===== config.mk =====
export PLATFORM = sky130hd
export DESIGN_NAME = sdb_div_stage
export DESIGN_NICKNAME = d
export VERILOG_FILES = /design/src/sdb_pkg.sv /design/src/sdb_div_stage.sv
export SDC_FILE = /design/constraint.sdc
export NUM_CORES = 1
export LEC_CHECK = 0
export BUFFER_PORTS_ARGS = -buffer_cell sky130_fd_sc_hd__buf_2
export CAP_MARGIN = 20
export CORE_AREA = 2 2 252 254
export CTS_BUF_LIST = sky130_fd_sc_hd__clkbuf_8
export CTS_CLUSTER_DIAMETER = 40
export DETAILED_ROUTE_END_ITERATION = 8
export DIE_AREA = 0 0 254 256
export GPL_ROUTABILITY_DRIVEN = 0
export HOLD_SLACK_MARGIN = 0.1
export PLACE_DENSITY = 0.57
export SYNTH_ARGS = -nofsm -noshare
export SYNTH_HDL_FRONTEND = slang
export SYNTH_SLANG_ARGS = --single-unit

===== constraint.sdc =====
create_clock -name clk -period 15.15 [get_ports clk]
set_clock_uncertainty 0.1 [all_clocks]
set_input_delay 0.7575 -clock clk [delete_from_list [all_inputs] [get_ports clk]]
set_output_delay 0.7575 -clock clk [all_outputs]
set_load 0.02 [all_outputs]

===== src/sdb_pkg.sv =====
// shared types, constants and register codes for the spectral deconvolution bin
`timescale 1ns / 1ps
`default_nettype none
package sdb_pkg;
	localparam int FRAC_BITS = 16;
	localparam int QUO_BITS  = 32;

	localparam logic [1:0] REG_MODE   = 2'd0;
	localparam logic [1:0] REG_WIENER = 2'd1;
	localparam logic [1:0] REG_SMOOTH = 2'd2;

	localparam logic MODE_WIENER = 1'b0;
	localparam logic MODE_CLS    = 1'b1;

	localparam logic [1:0] ST_OK   = 2'd0;
	localparam logic [1:0] ST_SAT  = 2'd1;
	localparam logic [1:0] ST_ZERO = 2'd2;

	localparam logic [31:0] POS_LIMIT = 32'h7FFF_FFFF;
	localparam logic [31:0] NEG_LIMIT = 32'h8000_0000;

	typedef struct packed {
		logic        filter_mode;
		logic [31:0] wiener_noise_ratio;
		logic [31:0] smoothness_weight;
	} cfg_t;

	typedef struct packed {
		logic [63:0]         rem;
		logic [QUO_BITS-1:0] low;
		logic [QUO_BITS-1:0] quo;
		logic                neg;
		logic                ovf;
	} part_t;

	typedef struct packed {
		logic [63:0] den;
		logic        zero;
		part_t       re;
		part_t       im;
	} div_stage_t;
endpackage
`default_nettype wire


===== src/sdb_div_stage.sv =====
// one registered restoring division step for both result parts
`timescale 1ns / 1ps
`default_nettype none
module sdb_div_stage import sdb_pkg::*; (
	input  wire logic       clk,
	input  wire logic       arst_n,
	input  wire logic       v_in,
	input  wire div_stage_t stg_in,
	output logic            en_up,
	input  wire logic       en_down,
	output logic            v_out,
	output div_stage_t      stg_out
);
	div_stage_t nxt;
	logic [64:0] t_re, t_im, d_re, d_im;

	assign en_up = !v_out || en_down;

	always_comb begin
		nxt  = stg_in;
		t_re = {stg_in.re.rem, stg_in.re.low[QUO_BITS-1]};
		t_im = {stg_in.im.rem, stg_in.im.low[QUO_BITS-1]};
		d_re = t_re - {1'b0, stg_in.den};
		d_im = t_im - {1'b0, stg_in.den};
		nxt.re.low = stg_in.re.low << 1;
		nxt.im.low = stg_in.im.low << 1;
		if (t_re >= {1'b0, stg_in.den}) begin
			nxt.re.rem = d_re[63:0];
			nxt.re.quo = {stg_in.re.quo[QUO_BITS-2:0], 1'b1};
		end else begin
			nxt.re.rem = t_re[63:0];
			nxt.re.quo = {stg_in.re.quo[QUO_BITS-2:0], 1'b0};
		end
		if (t_im >= {1'b0, stg_in.den}) begin
			nxt.im.rem = d_im[63:0];
			nxt.im.quo = {stg_in.im.quo[QUO_BITS-2:0], 1'b1};
		end else begin
			nxt.im.rem = t_im[63:0];
			nxt.im.quo = {stg_in.im.quo[QUO_BITS-2:0], 1'b0};
		end
	end

	always_ff @(posedge clk or negedge arst_n) begin
		if (!arst_n) begin
			v_out <= 1'b0;
		end else if (en_up) begin
			v_out <= v_in;
		end
	end

	always_ff @(posedge clk) begin
		if (en_up && v_in) begin
			stg_out <= nxt;
		end
	end
endmodule
`default_nettype wire


==> results of run 1 <==
## layer usage
metal  track usage  up-vias  wire length, microns
li1              -     7962                     -
met1        0.2418     8085                 27720
met2        0.3761      768                 35910
met3       0.05929      133                  5997
met4       0.08105       24                  2539
met5             0        -                   140
## layout make-up
cell class              instances  area [sq um]
fillers                      6231         37640
flip-flops and latches        324          9724
multi-input cells            1269          8845
repair buffers                664          3371
well taps                     846          1059
clock buffers                  69         949.7
clock inverters                51         401.6
inverters                     102         385.4
diodes                          5         12.51
## sequential cells by signal, indices dropped and copies added (netlist names)
name	cells
v_out	1
stg_out	323
## worst max-delay path by stage
stage                         endpoint  slack [ns]  cells past startpoint
after global placement    stg_out[228]        9.38                     15
after global routing      stg_out[241]        9.84                     15
after floorplan             stg_out[0]        5.95                      2
after CTS                 stg_out[228]       10.05                     15
final                     stg_out[241]        9.95                     15
after detailed placement  stg_out[228]        9.36                     15
## layout by cell type, fill, tap and decap left out, types with 46 or more instances in the layout
master and instances:
a21o_1 87, a21oi_1 192, buf_2 651, clkbuf_8 69, edfxtp_1 323, ha_1 128, inv_1 116, mux2_2 46
nand2_1 124, nor2_1 139, o21ai_0 81, xnor2_1 67, xor2_1 47
## kinds of logic after synthesis
family / Yosys count
buffers and inverters: 177
xor gates and xnor gates: 114
and+or+nand+nor: 431
DFF: 324
AOI/OAI and AO/OA: 524
adders and majority gates: 130
other: 1
muxes: 68
## report_power, final
part / switching, mW / internal (mW)
registers: 0.0180 / 1.09
logic: 0.453 / 0.268
clock network: 0.413 / 0.517
## repair_timing
item,CTS,global route
hold buffers,1,0
setup endpoints to repair,0,0
buffers inserted,0,0
hold endpoints to repair,1,0
## critical path: cells and delay by family
kind	cells	cell delay, ns
AO/OA/AOI/OAI	6	2.10
buffers and inverters	5	1.51
multiplexers	1	0.35
adder cells (fa/ha/maj)	1	0.30
AND/OR/NAND/NOR	2	0.29
==> out/metrics.yaml, run 1 <==
status: "complete, no violations"
synth_area_sq_um: 19310
tightestPinTransition_ns: 0.9873
hpwl_microns: 58770
synthSimpleGateAreaFrac: 0.1037
grt_usage: 0.2128
synth_edf_count: 323
post-synth-top-count-cell: "edfxtp_1"
crit_top_cell: "buf_4"
pre_cts_ws_ns: 9.358
drive_gt1_frac: 0.3392
grt_pass1_wl_microns: 104200
finalHoldViolations: 0
syn_avg_cell_area_sq_um: 10.92
critPathMaxFanout: 68
synthArstFlopShare: 0.003086
slew_violations: 0
yosys_warnings: 0
r2r_cells: 4
grt_start_max_net_pins: 131
synthToLayoutAreaGrowth_pct: 28.13
ys_seq_elements: 324
synth_compound_area_frac: 0.1750
start_kind: "input port"
synth_top_family_by_area: "compound AO/OA/AOI/OAI gates"
dr.pass1.iters: 6
arrival_ns: 5.47
dpl_cell_area_sq_um: 23370
leakagePower_nw: 10.85
layout.nets: 2888
r2r_setup_slack_ns: 11.73
min_to: "stg_out[161]"
tritoncts: "yes"
worstSetupStartpoint: "stg_in[262]"
hold_class: "in -> reg"
routed_wl_microns: 72310
drtIter0Drc: 1153
core_area_sq_um: 62390
yosys.area_share.adder: 0.08499
clock_sinks: 324
cts_resized: 0
die_w_microns: 254
whs_ns: 0.1866
num_vias: 16970
h-tree-depth: 3
ys_types: 78
seq_area_frac_synth: 0.5035
ys_top_cells_by_count: "edfxtp_1, a21oi_1, nor2_1"
synth_top_area_cell: "edfxtp_1"
rr_startpoint: "v_out"
instances_no_fill: 3330
max_stage_delay_ns: 0.65
max_slew_margin: 0.3362
power_mw: 2.754
fmax_mhz: 192.4
cp_slowest_cell: "buf_4"
grt_pass1_vias: 17070
numPortBuffers: 651
cts_buffers: 68
setup_slack_ns: 9.952
reg2reg_to: "stg_out[101]"
drcViolationCount: 0
pin_count: 656
die_y_microns: 256
synth_top_area_share: 0.5022
final_core_util: 0.3967
synth_xor_xnor_area_share: 0.05169
power_density_nw_per_um2: 111.3
ir_drop_mv: 0.05541
antenna_found_initial: 19
grt_remaining_overflow: 0
setup_tns_ns: 0
synthCells: 1769
cts-root-buf: "clkbuf_8"
fin_area_sq_um: 24750
min_path_cells: 1
rsz0062_at_grt: "false"
min_period_ns: 5.198
critical_path_class: "in -> reg"
end_kind: "flip-flop"
clk_latency_ns: 0.63
die-area_sq_um: 65020
ys.flop_type: "edfxtp_1"
period_share: 0.3431
wl_per_cell_microns: 21.71
antenna_left: 0
critPathRequiredTime_ns: 15.42
maxCapViolCount: 0
viasPerCell: 5.097
path_cells: "buf_2 -> inv_1 -> ha_1 -> nand2b_1 -> a211o_1 -> a311oi_1 -> o2111ai_2 -> a211oi_1 -> o211a_1 -> or3_4 -> a21boi_4 -> buf_4 -> inv_4 -> buf_4 -> mux2_4"
std_cell_rows: 92
clk_path_buf_depth: 3
min_from: "stg_in[160]"
clk_pin_slew_ns: 0.06
initial_utilization: 0.3096
yosys-mux-area-fraction: 0.04191
synth_area_leaders: "edfxtp_1, ha_1, a21oi_1, a21o_1, xnor2_1"
place_inst: 3204
setup_viol: 0
Power figures use the tool's default switching activity.
==> inputs of run 2 (changes only) <==
Clock period 15.15 ns to 5 ns, I/O delays scaled along.
==> run 2 against run 1 <==
  * Sequential power increased to 3.0 times the previous value
  * Combinational power increased to 3.4 times the previous value
  * Via count increased by 8.5%
  * Power increased to 3.1 times the previous value
  * Cell area increased by 14%
  * Cell count increased by 10%
==> out/metrics.yaml, run 2 (synthesized netlist as in run 1, its figures left out) <==
status: "complete, no violations"
start_kind: "input port"
reg2reg_to: "stg_out[237]"
top_register: "stg_out"
cp_num_cells: 16  # +1
die_w_microns: 254  # unchanged
antenna_left: 0  # unchanged
tritoncts: "yes"
grt_usage: 0.2312  # +0.01838
power_density_nw_per_um2: 307.5  # +180%
hold_class: "in -> reg"
min_from: "stg_in[46]"
layout_common_cells: "buf_2, dlygate4sd3_1, edfxtp_1"
cts_resized: 0  # unchanged
synthToLayoutAreaGrowth_pct: 45.90
path_buf_inv: 6  # +1
core_area_sq_um: 62390  # unchanged
die_y_microns: 256  # unchanged
cts_buffers: 69  # +1.5%
grt_remaining_overflow: 0  # unchanged
tightestPinTransition_ns: 0.9995  # +0.01216 ns
path_cells: "dlygate4sd3_1 -> buf_2 -> inv_1 -> ha_1 -> a21oi_1 -> o221ai_2 -> a2111oi_4 -> a211oi_1 -> o211a_1 -> or3_4 -> a21boi_4 -> inv_4 -> buf_12 -> buf_4 -> nor2_1 -> a21oi_1"
power_mw: 8.666  # +210%
crit_top_cell: "a21oi_1"
reg_top3: "stg_out x323, v_out x1"
clk_pin_slew_ns: 0.06  # about the same
cts-root-buf: "clkbuf_8"
finalHoldViolations: 0  # unchanged
rsz0062_at_grt: "false"
slew_violations: 0  # unchanged
min_period_ns: 4.414
clock_sinks: 324  # unchanged
period_share: 0.8829
dr.pass1.iters: 5  # -1
postCtsSetupBuffers: 0  # unchanged
setup_viol: 0  # unchanged
rr_startpoint: "v_out"
critPathRequiredTime_ns: 5.25  # -10.17 ns
setup_tns_ns: 0  # unchanged
routed_wl_microns: 77800  # +7.6%
arrival_ns: 4.67  # -0.80 ns
die-area_sq_um: 65020  # unchanged
end_kind: "flip-flop"
min_path_cells: 2  # +1
pin_count: 656  # unchanged
holdBufCountCts: 325  # +324
drtIter0Drc: 1315  # +14%
final_core_util: 0.4517  # +0.05503
grt_pass1_vias: 18840  # +10%
std_cell_rows: 92  # unchanged
largest_reg_flops: 323  # unchanged
viasPerCell: 5.013  # -1.7%
maxCapViolCount: 0  # unchanged
antenna_found_initial: 5  # -14
numPortBuffers: 651  # unchanged
drive_gt1_frac: 0.3043  # -0.03496
max_slew_margin: 0.3266  # -0.009518
h-tree-depth: 3  # unchanged
cp_slowest_cell: "dlygate4sd3_1"
fillerInstances: 5838  # -6.3%
layout_commonest_cell: "buf_2"
clk_latency_ns: 0.64  # about the same
critPathMaxFanout: 35  # -49%
clk_path_buf_depth: 3  # unchanged
grt_pass1_wl_microns: 114000  # +9.4%
r2r_cells: 3  # -1
drcViolationCount: 0  # unchanged
crit_family: "compound AO/OA/AOI/OAI gates"
num_vias: 18410  # +8.5%
wl_per_cell_microns: 21.18  # -2.4%
grt_start_max_net_pins: 111  # -15%
critical_path_class: "in -> reg"
leakagePower_nw: 12.31  # +13%
fmax_mhz: 226.5
r2r_setup_slack_ns: 2.71  # -9.02 ns
initial_utilization: 0.3096  # unchanged
max_stage_delay_ns: 0.57  # -0.08 ns
layout.nets: 3230  # +12%
min_to: "stg_out[47]"
ir_drop_mv: 0.2190  # +300%
hpwl_microns: 59610  # +1.4%
## run 2: area by class of cell
type,count,area [sq um],share of cell area
multi-input cells,1269,8845,0.3139
inverters,102,385.4,0.01367
clock buffers,69,949.7,0.03370
diodes,4,10.01,0.0003552
repair buffers,1005,6788,0.2409
flip-flops and latches,324,9724,0.3451
clock inverters,54,420.4,0.01492
well taps,846,1059,0.03756
## run 2: worst register-to-register path: cells and delay by family (launching register included)
| family | cells | cell delay, ns |
|---|---|---|
| DFF | 1 | 0.38 |
| buffers and inverters | 1 | 0.49 |
| and+or+nand+nor | 2 | 0.68 |
## run 2: how the worst max path moves through the flow
stage / startpoint / end / slack (ns)
3_3_place_gp: stg_in[262] / stg_out[241] / 0.22
3_5_place_dp: stg_in[262] / stg_out[246] / 0.38
4_1_cts: stg_in[266] / stg_out[236] / 0.54
5_1_grt: stg_in[271] / stg_out[237] / 0.30
2_1_floorplan: v_out / stg_out[0] / 1.46
6_report: stg_in[271] / stg_out[237] / 0.59
## run 2: routing by layer
metal | vias to the layer above | wire length (microns) | global-route usage
met2 | 799 | 37840 | 0.3983
li1 | 8638 | - | -
met4 | 0 | 3815 | 0.1158
met5 | - | 0 | 0
met3 | 166 | 5599 | 0.04810
met1 | 8808 | 30550 | 0.2708
## run 2: report_power, final
| part | total, mW | internal (mW) | switching (mW) |
|---|---|---|---|
| sequential | 3.35 | 3.29 | 0.0609 |
| clock | 2.89 | 1.58 | 1.31 |
| combinational | 2.43 | 0.996 | 1.43 |
| total | 8.67 | 5.86 | 2.81 |
## run 2: stage by stage
step           std cells  hold WS [ns]  instance area, sq um  worst slack [ns]
3_5_place_dp        3221      -0.06059                 23550            0.3820
4_1_cts             3669        0.1292                 28170            0.5410
6_report            3673        0.1937                 28180            0.5855
3_3_place_gp        3220      -0.06223                 23540            0.2164
2_1_floorplan       1770       -0.1456                 19320             1.464
5_1_grt             3672        0.1734                 28180            0.3027
